==> src/assert_macros.svh <==
// ----------------------------------------------------------------------------
// assert_macros.svh
// concurrent assertion helpers, compiled out for synthesis
// ----------------------------------------------------------------------------
`ifndef ASSERT_MACROS_SVH
`define ASSERT_MACROS_SVH

`ifndef SYNTHESIS

// expression must hold at every clock edge outside reset
`define ASSERT_ALWAYS(label, clk, rst, expr) \
  label: assert property (@(posedge clk) disable iff (rst) (expr)) \
    else $error("%m: assertion failed");

// consequent must hold in the same cycle as the antecedent
`define ASSERT_IMPLIES(label, clk, rst, ante, cons) \
  label: assert property (@(posedge clk) disable iff (rst) (ante) |-> (cons)) \
    else $error("%m: assertion failed");

`else

`define ASSERT_ALWAYS(label, clk, rst, expr)
`define ASSERT_IMPLIES(label, clk, rst, ante, cons)

`endif

`endif

==> src/dfd_pkg.sv <==
// ----------------------------------------------------------------------------
// dfd_pkg
// shared constants, types and helpers of the frame departitioner
// ----------------------------------------------------------------------------
package dfd_pkg;

  localparam int CU_VALUES         = 64;
  localparam int SYMBOLS_PER_CIF   = 18;
  localparam int FIC_SYMBOLS       = 3;
  localparam int MAX_SYMBOL_LENGTH = 4096;
  localparam int MIN_SYMBOL_LENGTH = 4;
  localparam int RESET_SYMBOL_LEN  = 3072;

  localparam int LEN_W   = 13;  // symbol length 4..4096
  localparam int POS_W   = 12;  // value index within a symbol or fic block
  localparam int BLEN_W  = 12;  // fic block length up to 3072
  localparam int OFF_W   = 17;  // value offset within a cif, up to 18*4096
  localparam int CIF_W   = 5;   // symbol index within a cif
  localparam int DONE_W  = 2;   // fic symbols done
  localparam int CU_W    = 10;  // capacity unit address or size
  localparam int DATA_W  = 13;  // widest register
  localparam int INDEX_W = 2;
  localparam int VALUE_W = 8;

  // register indexes of the configuration port
  localparam logic [INDEX_W-1:0] REG_SYMBOL_LENGTH = 2'd0;
  localparam logic [INDEX_W-1:0] REG_SUB_ENABLE    = 2'd1;
  localparam logic [INDEX_W-1:0] REG_SUB_START     = 2'd2;
  localparam logic [INDEX_W-1:0] REG_SUB_SIZE      = 2'd3;

  // registered configuration as the router sees it
  typedef struct packed {
    logic [LEN_W-1:0]  len;      // effective symbol length
    logic [BLEN_W-1:0] blen;     // fic block length
    logic [OFF_W-1:0]  lo;       // first subchannel offset
    logic [OFF_W-1:0]  hi;       // subchannel end, clipped to the cif
    logic              sub_on;   // enabled and non-empty
  } cfg_t;

  // router status for checking
  typedef struct packed {
    logic             synced;
    logic             in_fic;
    logic [CIF_W-1:0] cif_position;
  } status_t;

  // clamp to 4..4096 and round down to a multiple of four
  function automatic logic [LEN_W-1:0] eff_len(input logic [LEN_W-1:0] raw);
    logic [LEN_W-1:0] l;
    l = raw;
    if (l < LEN_W'(MIN_SYMBOL_LENGTH)) l = LEN_W'(MIN_SYMBOL_LENGTH);
    if (l > LEN_W'(MAX_SYMBOL_LENGTH)) l = LEN_W'(MAX_SYMBOL_LENGTH);
    return {l[LEN_W-1:2], 2'b00};
  endfunction

endpackage

==> src/dfd_config.sv <==
// ----------------------------------------------------------------------------
// dfd_config
// configuration registers with the derived lengths and subchannel bounds
// ----------------------------------------------------------------------------
module dfd_config (
  input  logic                          clk,
  input  logic                          rst,
  input  logic                          cfg_write,
  input  logic [dfd_pkg::INDEX_W-1:0]   cfg_index,
  input  logic [dfd_pkg::DATA_W-1:0]    cfg_data,
  output dfd_pkg::cfg_t                 cfg
);

  logic [dfd_pkg::LEN_W-1:0] symbol_length, symbol_length_next;
  logic                      sub_enable, sub_enable_next;
  logic [dfd_pkg::CU_W-1:0]  sub_start, sub_start_next;
  logic [dfd_pkg::CU_W-1:0]  sub_size, sub_size_next;
  dfd_pkg::cfg_t             cfg_next;
  logic [dfd_pkg::OFF_W-1:0] cif_len;
  logic [dfd_pkg::OFF_W-1:0] hi_raw;

  always_comb begin
    symbol_length_next = symbol_length;
    sub_enable_next    = sub_enable;
    sub_start_next     = sub_start;
    sub_size_next      = sub_size;
    if (rst) begin
      symbol_length_next = dfd_pkg::LEN_W'(dfd_pkg::RESET_SYMBOL_LEN);
      sub_enable_next    = 1'b0;
      sub_start_next     = '0;
      sub_size_next      = '0;
    end else if (cfg_write) begin
      case (cfg_index)
        dfd_pkg::REG_SYMBOL_LENGTH: symbol_length_next = dfd_pkg::eff_len(cfg_data);
        dfd_pkg::REG_SUB_ENABLE:    sub_enable_next    = cfg_data[0];
        dfd_pkg::REG_SUB_START:     sub_start_next     = cfg_data[dfd_pkg::CU_W-1:0];
        dfd_pkg::REG_SUB_SIZE:      sub_size_next      = cfg_data[dfd_pkg::CU_W-1:0];
        default: ;
      endcase
    end
  end

  // derived values follow the next register values so they are current
  // on the cycle right after a write
  always_comb begin
    cif_len = dfd_pkg::OFF_W'(dfd_pkg::SYMBOLS_PER_CIF) *
              dfd_pkg::OFF_W'(symbol_length_next);
    hi_raw  = dfd_pkg::OFF_W'(dfd_pkg::CU_VALUES) *
              (dfd_pkg::OFF_W'(sub_start_next) + dfd_pkg::OFF_W'(sub_size_next));
    cfg_next.len  = symbol_length_next;
    cfg_next.blen = dfd_pkg::BLEN_W'(dfd_pkg::FIC_SYMBOLS *
                    int'(symbol_length_next[dfd_pkg::LEN_W-1:2]));
    cfg_next.lo   = dfd_pkg::OFF_W'(dfd_pkg::CU_VALUES) *
                    dfd_pkg::OFF_W'(sub_start_next);
    cfg_next.hi   = (hi_raw > cif_len) ? cif_len : hi_raw;
    cfg_next.sub_on = sub_enable_next && (cfg_next.lo < cfg_next.hi);
  end

  always_ff @(posedge clk) begin
    symbol_length <= symbol_length_next;
    sub_enable    <= sub_enable_next;
    sub_start     <= sub_start_next;
    sub_size      <= sub_size_next;
    cfg           <= cfg_next;
  end

endmodule

==> src/dfd_router.sv <==
// ----------------------------------------------------------------------------
// dfd_router
// input register, frame counters and result register
// ----------------------------------------------------------------------------
module dfd_router (
  input  logic                         clk,
  input  logic                         rst,
  input  dfd_pkg::cfg_t                cfg,
  input  logic                         item_valid,
  output logic                         item_stall,
  input  logic signed [dfd_pkg::VALUE_W-1:0] soft_value,
  input  logic                         frame_sync,
  output logic                         result_valid,
  input  logic                         result_stall,
  output logic                         channel,
  output logic signed [dfd_pkg::VALUE_W-1:0] value_out,
  output logic [1:0]                   fic_block,
  output logic                         first_of_run,
  output logic                         last_of_run,
  output dfd_pkg::status_t             status
);

  // input register
  logic                                hold_valid;
  logic signed [dfd_pkg::VALUE_W-1:0]  hold_value;
  logic                                hold_sync;

  // frame state
  logic                          synced, synced_next;
  logic                          in_fic, in_fic_next;
  logic [1:0]                    fic_index, fic_index_next;
  logic [dfd_pkg::POS_W-1:0]     fic_pos, fic_pos_next;
  logic [dfd_pkg::DONE_W-1:0]    fic_done, fic_done_next;
  logic [dfd_pkg::POS_W-1:0]     sym_pos, sym_pos_next;
  logic [dfd_pkg::CIF_W-1:0]     cif_pos, cif_pos_next;

  // values after a sync restart
  logic                          cur_fic;
  logic [1:0]                    cur_index;
  logic [dfd_pkg::POS_W-1:0]     cur_fic_pos;
  logic [dfd_pkg::DONE_W-1:0]    cur_done;
  logic [dfd_pkg::POS_W-1:0]     cur_sym_pos;
  logic [dfd_pkg::CIF_W-1:0]     cur_cif;

  logic                          can_load, fire, active;
  logic                          blk_last, sym_last;
  logic [dfd_pkg::DONE_W:0]      done_inc;
  logic [dfd_pkg::CIF_W-1:0]     cif_inc;
  logic [dfd_pkg::OFF_W-1:0]     off;
  logic                          in_run;
  logic                          produce;
  logic                          res_channel, res_first, res_last;

  assign can_load   = !result_valid || !result_stall;
  assign fire       = hold_valid && can_load;
  assign item_stall = hold_valid && !can_load;

  always_comb begin
    cur_fic     = hold_sync ? 1'b1 : in_fic;
    cur_index   = hold_sync ? '0 : fic_index;
    cur_fic_pos = hold_sync ? '0 : fic_pos;
    cur_done    = hold_sync ? '0 : fic_done;
    cur_sym_pos = hold_sync ? '0 : sym_pos;
    cur_cif     = hold_sync ? '0 : cif_pos;
    active      = hold_sync || synced;

    blk_last = ({1'b0, cur_fic_pos} + 1'b1) >= {1'b0, cfg.blen};
    sym_last = ({1'b0, cur_sym_pos} + 1'b1) >= cfg.len;
    done_inc = {1'b0, cur_done} + 1'b1;
    cif_inc  = cur_cif + 1'b1;

    off    = dfd_pkg::OFF_W'(cur_cif) * dfd_pkg::OFF_W'(cfg.len) +
             dfd_pkg::OFF_W'(cur_sym_pos);
    in_run = cfg.sub_on && (off >= cfg.lo) && (off < cfg.hi);

    produce     = active && (cur_fic || in_run);
    res_channel = !cur_fic;
    res_first   = !cur_fic && (off == cfg.lo);
    res_last    = cur_fic ? blk_last : (dfd_pkg::OFF_W'(off + 1'b1) == cfg.hi);

    synced_next    = active;
    in_fic_next    = cur_fic;
    fic_index_next = cur_index;
    fic_pos_next   = cur_fic_pos;
    fic_done_next  = cur_done;
    sym_pos_next   = cur_sym_pos;
    cif_pos_next   = cur_cif;

    if (cur_fic) begin
      if (blk_last) begin
        fic_pos_next   = '0;
        fic_index_next = cur_index + 1'b1;
      end else begin
        fic_pos_next = cur_fic_pos + 1'b1;
      end
    end

    if (sym_last) begin
      sym_pos_next = '0;
      if (cur_fic) begin
        fic_done_next = done_inc[dfd_pkg::DONE_W-1:0];
        if (done_inc >= (dfd_pkg::DONE_W+1)'(dfd_pkg::FIC_SYMBOLS)) begin
          in_fic_next    = 1'b0;
          fic_done_next  = '0;
          fic_index_next = '0;
          fic_pos_next   = '0;
          cif_pos_next   = '0;
        end
      end else begin
        cif_pos_next = (cif_inc >= dfd_pkg::CIF_W'(dfd_pkg::SYMBOLS_PER_CIF)) ? '0 : cif_inc;
      end
    end else begin
      sym_pos_next = cur_sym_pos + 1'b1;
    end
  end

  always_ff @(posedge clk) begin
    if (rst) begin
      hold_valid   <= 1'b0;
      result_valid <= 1'b0;
      synced       <= 1'b0;
      in_fic       <= 1'b0;
      fic_index    <= '0;
      fic_pos      <= '0;
      fic_done     <= '0;
      sym_pos      <= '0;
      cif_pos      <= '0;
    end else begin
      if (!item_stall) begin
        hold_valid <= item_valid;
      end
      if (can_load) begin
        result_valid <= fire && produce;
      end
      // values before the first sync leave the counters alone
      if (fire && active) begin
        synced    <= synced_next;
        in_fic    <= in_fic_next;
        fic_index <= fic_index_next;
        fic_pos   <= fic_pos_next;
        fic_done  <= fic_done_next;
        sym_pos   <= sym_pos_next;
        cif_pos   <= cif_pos_next;
      end
    end
  end

  always_ff @(posedge clk) begin
    if (item_valid && !item_stall) begin
      hold_value <= soft_value;
      hold_sync  <= frame_sync;
    end
    if (fire && produce) begin
      channel      <= res_channel;
      value_out    <= hold_value;
      fic_block    <= cur_fic ? cur_index : 2'd0;
      first_of_run <= res_first;
      last_of_run  <= res_last;
    end
  end

  assign status.synced       = synced;
  assign status.in_fic       = in_fic;
  assign status.cif_position = cif_pos;

endmodule

==> src/dab_frame_departitioner.sv <==
// a value taken into the input register moves on to the result register once that register can load
// throughput: one soft value per cycle; the input register holds while the result is stalled
// a value outside the fic and the selected subchannel, or before the first sync, gives no result
// reset (rst, synchronous): counters and valids clear, symbol length 3072, subchannel off
// ----------------------------------------------------------------------------
// dab_frame_departitioner
// routes soft values of a transmission frame to fic blocks and one subchannel
// ----------------------------------------------------------------------------
`include "assert_macros.svh"

module dab_frame_departitioner (
  input  logic                                clk,
  input  logic                                rst,
  // configuration write port
  input  logic                                cfg_write,
  input  logic [dfd_pkg::INDEX_W-1:0]         cfg_index,
  input  logic [dfd_pkg::DATA_W-1:0]          cfg_data,
  // soft value stream
  input  logic                                item_valid,
  output logic                                item_stall,
  input  logic signed [dfd_pkg::VALUE_W-1:0]  soft_value,
  input  logic                                frame_sync,
  // routed values
  output logic                                result_valid,
  input  logic                                result_stall,
  output logic                                channel,
  output logic signed [dfd_pkg::VALUE_W-1:0]  value_out,
  output logic [1:0]                          fic_block,
  output logic                                first_of_run,
  output logic                                last_of_run
);

  dfd_pkg::cfg_t    cfg;
  dfd_pkg::status_t status;

  // register file; derived bounds are ready the cycle after a write
  dfd_config u_config (
    .clk       (clk),
    .rst       (rst),
    .cfg_write (cfg_write),
    .cfg_index (cfg_index),
    .cfg_data  (cfg_data),
    .cfg       (cfg)
  );

  // input register -> counters and compares -> result register
  dfd_router u_router (
    .clk          (clk),
    .rst          (rst),
    .cfg          (cfg),
    .item_valid   (item_valid),
    .item_stall   (item_stall),
    .soft_value   (soft_value),
    .frame_sync   (frame_sync),
    .result_valid (result_valid),
    .result_stall (result_stall),
    .channel      (channel),
    .value_out    (value_out),
    .fic_block    (fic_block),
    .first_of_run (first_of_run),
    .last_of_run  (last_of_run),
    .status       (status)
  );

  // subchannel values carry no fic block number
  `ASSERT_IMPLIES(a_sub_block_zero, clk, rst, result_valid && channel, fic_block == 2'd0)
  // fic values never open a subchannel run
  `ASSERT_IMPLIES(a_fic_not_first, clk, rst, result_valid && !channel, !first_of_run)
  // nothing leaves before the first sync has been taken
  `ASSERT_IMPLIES(a_out_after_sync, clk, rst, result_valid, status.synced)
  // the cif counter rests at zero while the fic passes
  `ASSERT_IMPLIES(a_fic_cif_zero, clk, rst, status.in_fic, status.cif_position == '0)

endmodule

==> config.mk <==
export PLATFORM = sky130hd
export DESIGN_NAME = dab_frame_departitioner
export DESIGN_NICKNAME = d
export VERILOG_FILES = /design/src/dfd_pkg.sv /design/src/dfd_config.sv /design/src/dfd_router.sv /design/src/dab_frame_departitioner.sv
export VERILOG_INCLUDE_DIRS = /design/src /design/src/src
export SDC_FILE = /design/constraint.sdc
export NUM_CORES = 1
export LEC_CHECK = 0
export ABC_AREA = 1
export BUFFER_PORTS_ARGS = -buffer_cell sky130_fd_sc_hd__buf_2
export CORE_UTILIZATION = 30
export CTS_CLUSTER_SIZE = 14
export DETAILED_ROUTE_END_ITERATION = 10
export GPL_TIMING_DRIVEN = 0
export RECOVER_POWER = 25
export SLEW_MARGIN = 0
export SYNTH_ARGS = -nofsm -noshare
export SYNTH_HDL_FRONTEND = slang
export SYNTH_SLANG_ARGS = --single-unit
==> constraint.sdc <==
create_clock -name clk -period 9.35 [get_ports clk]
set_clock_uncertainty 0.05 [all_clocks]
set_input_delay 1.87 -clock clk [delete_from_list [all_inputs] [get_ports clk]]
set_output_delay 1.87 -clock clk [all_outputs]
set_load 0.03 [all_outputs]
# Word level (Yosys, flattened, before mapping)
# Cells that the tools add are included.
dict set report classes {
  n_addsub 10
  multipliers 3
  order_cmp 10
  n_eq_ne 5
  mux 46
  n_reduce_logical 19
}
# operator n
set op_table {}
lappend op_table {{$mux 13} 8}
lappend op_table {{$mux 12} 8}
lappend op_table {{$mux 10} 6}
lappend op_table {{$add 12x1->13 const B} 2}
lappend op_table {{$mux 5} 5}
lappend op_table {{$add 12x1->12 const B} 2}
lappend op_table {{$mux 2} 10}
lappend op_table {{$add 17x1->17 const B} 1}
lappend op_table {{$add 17x12->17} 1}
lappend op_table {{$eq 17x16->1} 1}
lappend op_table {{$eq 17x17->1} 1}
lappend op_table {{$ge 17x16->1} 1}
lappend op_table {{$gt 17x17->1} 1}
lappend op_table {{$lt 16x17->1} 1}
lappend op_table {{$lt 17x17->1} 1}
lappend op_table {{$mul 5x13->17} 1}
lappend op_table {{$mux 17} 1}
lappend op_table {{$mul 4x13->16 const A} 1}
lappend op_table {{$ge 13x12->1} 1}
lappend op_table {{$ge 13x13->1} 1}
lappend op_table {{$gt 13x13->1 const B} 1}
lappend op_table {{$lt 13x3->1 const B} 1}
lappend op_table {{$mul 2x11->12 const A} 1}
lappend op_table {{$add 10x10->11} 1}
lappend op_table {{12 further kinds} 35}
dict set report word_totals {
  register_bits 123
  input_bits 29
  out_inout_bits 15
  wordCells 116
}

# Longest topological paths before layout
dict set report logic_depth {
  ltp_word 15
  ltp_mapped 41
  mapped_depth_nobuf 40
}

# Hierarchy
# A second synthesis with hierarchy kept.
dict set report unflattened {
  cells_unflattened 1727
  area_unflattened_um2 11935.2
}
# mod n_inst cells_each area_per_inst_um2 seq_area_each_um2
set by_module_without_submodules {}
lappend by_module_without_submodules {dfd_router 1 1154 7746.2 1401.3}
lappend by_module_without_submodules {dfd_config 1 573 4189.0 1241.2}

# Least setup slack after synthesis
# Ideal clock, no wire load.
dict set report synth_path {
  path_type {in2reg}
  from {input port cfg_index[1] (netlist name)}
  to {register u_config.cfg[0] (netlist name)}
  setup_time_ns 0.112
  arrival_time_ns 6.884
  required_time_ns 9.188
  slack_ns 2.304
  cell_stages 38
  path_buffers 1
  cell_sequence {nor3_4 -> inv_2 -> nor2_2 -> a21o_1 -> nand2_1 -> o32ai_1 -> ha_1 -> fa_1 -> nand3_1 -> nand2_1 -> a21oi_1 -> o21bai_1 -> nand2_1 -> nand2_1 -> a21oi_1 -> inv_1 -> a21oi_1 -> o21ai_0 -> [2 not listed] -> nand3_1 -> inv_1 -> nand3_2 -> nor2_1 -> nor2_2 -> nand2_2 -> nand2_8 -> inv_4 -> buf_6 -> nand2_1 -> o21ai_2 -> ha_1 -> and3_1 -> nand2_1 -> nor2_1 -> a21oi_1 -> nor2_1 -> nor2_1}
}
# element line_no
set synth_rtl {}
lappend synth_rtl {{start: declaration} dab_frame_departitioner.sv:16} ;# input logic [dfd_pkg::INDEX_W-1:0] cfg_index,

==> impl_metrics.py <==
metrics = {
    "sta": {
        "setup_tns_ps": 0,
        "relSlewSlack_pct": 23.8,
        "min_period_over_period_pct": 88.5,
        "fmax_mhz": 121,
        "final_hold_viol_count": 0,
        "slew_violations": 0,
        "fin_crit_ps": 8270,
        "rsz0062_at_grt": "no",
        "worst-slew-pin-transition_ps": 1140,
        "final-setup-viol-count": 0,
    },
    "status": {
        "status": "completed",
    },
    "synthesis": {
        "synth_compound_area_share_pct": 11.4,
        "synth_cell_types": 57,
        "postSynthCellCount": 1478,
        "seq_area_frac_synth_pct": 24.0,
        "synth_xor_area_share_pct": 4.77,
        "netlist_area_mm2": 0.0110,
        "synth_mux_area_share_pct": 0,
        "synth_top_family_by_area": "simple AND/OR/NAND/NOR gates",
        "synth-adder-area-share_pct": 24.6,
        "synth_nets": 1695,
        "synth_area_leader_cell": "dfxtp_1",
        "ys_seq_elements": 121,
        "postSynthAreaPerCell_um2": 7.45,
        "synth_warnings": 0,
        "synthSimpleGateAreaFrac_pct": 25.3,
        "synth_area_leaders": "dfxtp_1 (18%), ha_1 (16%), nand2_1 (9.7%)",
        "synth_top_cell_area_share_pct": 18.0,
    },
    "detailed_routing": {
        "vias": 9644,
        "first_pass_iters": 5,
        "ant_nets": 0,
        "drt_wl_total_um": 28200,
        "drt_iter0_markers": 544,
        "post_drt_wl_per_cell_um": 14.0,
        "drc": 0,
        "via_per_inst": 4.79,
    },
    "flow_run": {
        "cap_violations": 0,
    },
    "global_routing": {
        "antenna_found_initial": 0,
        "grt_max_degree": 17,
        "grt.overflow.total": 0,
        "grt_pass1_wl_um": 46500,
        "grt_usage_pct": 15.5,
        "grt_pass1_vias": 9669,
    },
    "cells_and_area": {
        "n_fill_cell": 3759,
        "fin_nets": 1757,
        "drive_gt1_share_pct": 9.92,
        "layout_commonest_cell": "nand2_1",
        "synthToLayoutAreaGrowth_pct": 11.8,
        "antenna_cells": 0,
        "final_cell_mix": "nand2_1 (287), inv_1 (243), nor2_1 (145)",
    },
    "setup_path": {
        "crit_top_cell": "nand2_1",
        "critical_path_class": "in -> reg",
        "worstPathMaxFanout": 10,
        "worstSetupEndpointType": "flip-flop",
        "crit_required_ps": 9610,
        "start_kind": "input pin",
        "cpPeakStageDelay_ps": 680,
        "arrival_ps": 8530,
        "crit_slowest_cell": "nor3_1",
    },
    "die": {
        "die_w_um": 194,
        "rows": 69,
        "die_h_um": 194,
        "num_io_pins": 44,
        "core_mm2": 0.0358,
        "start_util_pct": 30.7,
        "die_area_mm2": 0.0375,
    },
    "clocking": {
        "ctsHoldBuffers": 0,
        "post_cts_buffers": 0,
        "cts_tree": "built",
        "htree_levels": 4,
        "cts_resized": 0,
        "clkTransAtPathRegs_ps": 60,
        "cts_buffers": 17,
        "cts_sinks": 121,
        "clock_latency_ps": 430,
        "root_buffer": "clkbuf_16",
        "cts_buffer_depth": 2,
    },
    "power_and_ir_drop": {
        "power_frac_seq_pct": 39.1,
        "ir_drop_mv": 0.126,
        "power_density_mw_per_mm2": 118,
        "swShare_pct": 30.2,
        "clkPwrFrac_pct": 42.5,
        "leakage_uw": 0.00592,
        "p_comb_share_pct": 18.4,
        "switchingPower_uw": 438,
        "total_power_uw": 1450,
        "p_int_uw": 1010,
    },
    "placement": {
        "dpl.hpwl_um": 23500,
        "portBuffers": 43,
        "gp_congestion": 0.899,
    },
    "hold_path": {
        "hold_path.class": "reg -> reg",
    },
}
## final timing paths
| check | start | to | slack [ps] | cells after the start |
|---|---|---|---|---|
| min reg2reg | u_router.hold_value[3] | u_router.value_out[3] | 370 | 0 |
| min | u_router.hold_value[3] | u_router.value_out[3] | 370 | 0 |
| max reg2reg | u_router.hold_sync | u_router.first_of_run | 1710 | 25 |
| max | cfg_index[0] | u_config.cfg[0] | 1080 | 37 |
## synthesized netlist by cell type (all sizes together)
cell / n
nand2: 312
inv: 262
nor2: 155
ha: 141
a21oi: 100
dfxtp: 99
nand3: 76
o21ai: 64
fa: 47
xor2: 44
nand4: 28
nor3: 23
edfxtp: 22
clkbuf: 16
xnor2: 16
a22oi: 7
a31oi: 7
o21bai: 6
a211oi: 5
nand3b: 5
o32ai: 5
a32oi: 4
buf: 4
clkinv: 4
o21a: 4
or2: 4
nor4: 3
o211ai: 3
o221ai: 3
o31ai: 2
a21o: 1
a221oi: 1
and3: 1
nor3b: 1
nor4b: 1
o2111ai: 1
o311ai: 1
## metal layers
metal	share of wire (%)	GRT usage, %	vias up
met5	0	0	-
met4	2.5	5.75	0
met3	3.6	2.50	48
met2	49	27.6	196
met1	45	18.5	4466
li1	-	-	4934
## cells by family (layout without fill, tap and decap cells)
logic type	after synthesis	count (layout)
flip-flops	121	121
XOR/XNOR	60	60
AO/OA/AOI/OAI	214	214
AND/OR/NAND/NOR	609	609
buffers and inverters	286	361
adder cells (fa/ha/maj)	188	188
## worst max-delay path: cells and delay by family
family | cells | cell delay [ps]
and+or+nand+nor | 16 | 2270
AOI/OAI and AO/OA | 9 | 2020
buffers and inverters | 7 | 710
adders and majority gates | 4 | 1480
xor gates and xnor gates | 1 | 180
## area by class of cell
| class | count | area [um^2] | share of cell area [%] |
|---|---|---|---|
| Inverter | 266 | 1000 | 8.15 |
| Clock buffer | 18 | 429 | 3.48 |
| Sequential cell | 121 | 2640 | 21.5 |
| Buffer | 20 | 91.3 | 0.742 |
| Multi-Input combinational cell | 1071 | 7240 | 58.8 |
| Timing Repair Buffer | 43 | 214 | 1.74 |
| Tap cell | 461 | 577 | 4.68 |
| Clock inverter | 14 | 121 | 0.985 |
## through the flow
stage	setup slack (ps)	cell area [um^2]	utilization [%]	cells	hold slack [ps]
after floorplan	2300	11000	-	1478	350
after global placement	1130	11800	33.0	1982	352
after detailed placement	1070	11800	33.0	1982	355
after CTS	1510	12400	34.5	2014	369
after global routing	596	12300	34.4	2014	378
final	1080	12300	34.4	2014	368
## sequential cells by signal, summed over array words and instances, names as in the netlist, 2 cells and up
name,count
u_config.cfg,51
u_config.sub_size,10
u_router.fic_index,2
u_router.fic_done,2
u_router.cif_pos,5
u_router.hold_value,8
u_router.sym_pos,12
u_router.value_out,8
u_router.fic_block,2
u_router.fic_pos,12
## power groups by stage
stage          sequential, uW  combinational [uW]  clock [uW]
6_report                  567                 266         616
5_1_grt                   570                 302         649
4_1_cts                   568                 268         626
3_5_place_dp              579                 266           0
3_3_place_gp              578                 261           0
2_1_floorplan             579                 189           0
(Power assumes the default switching activity.)
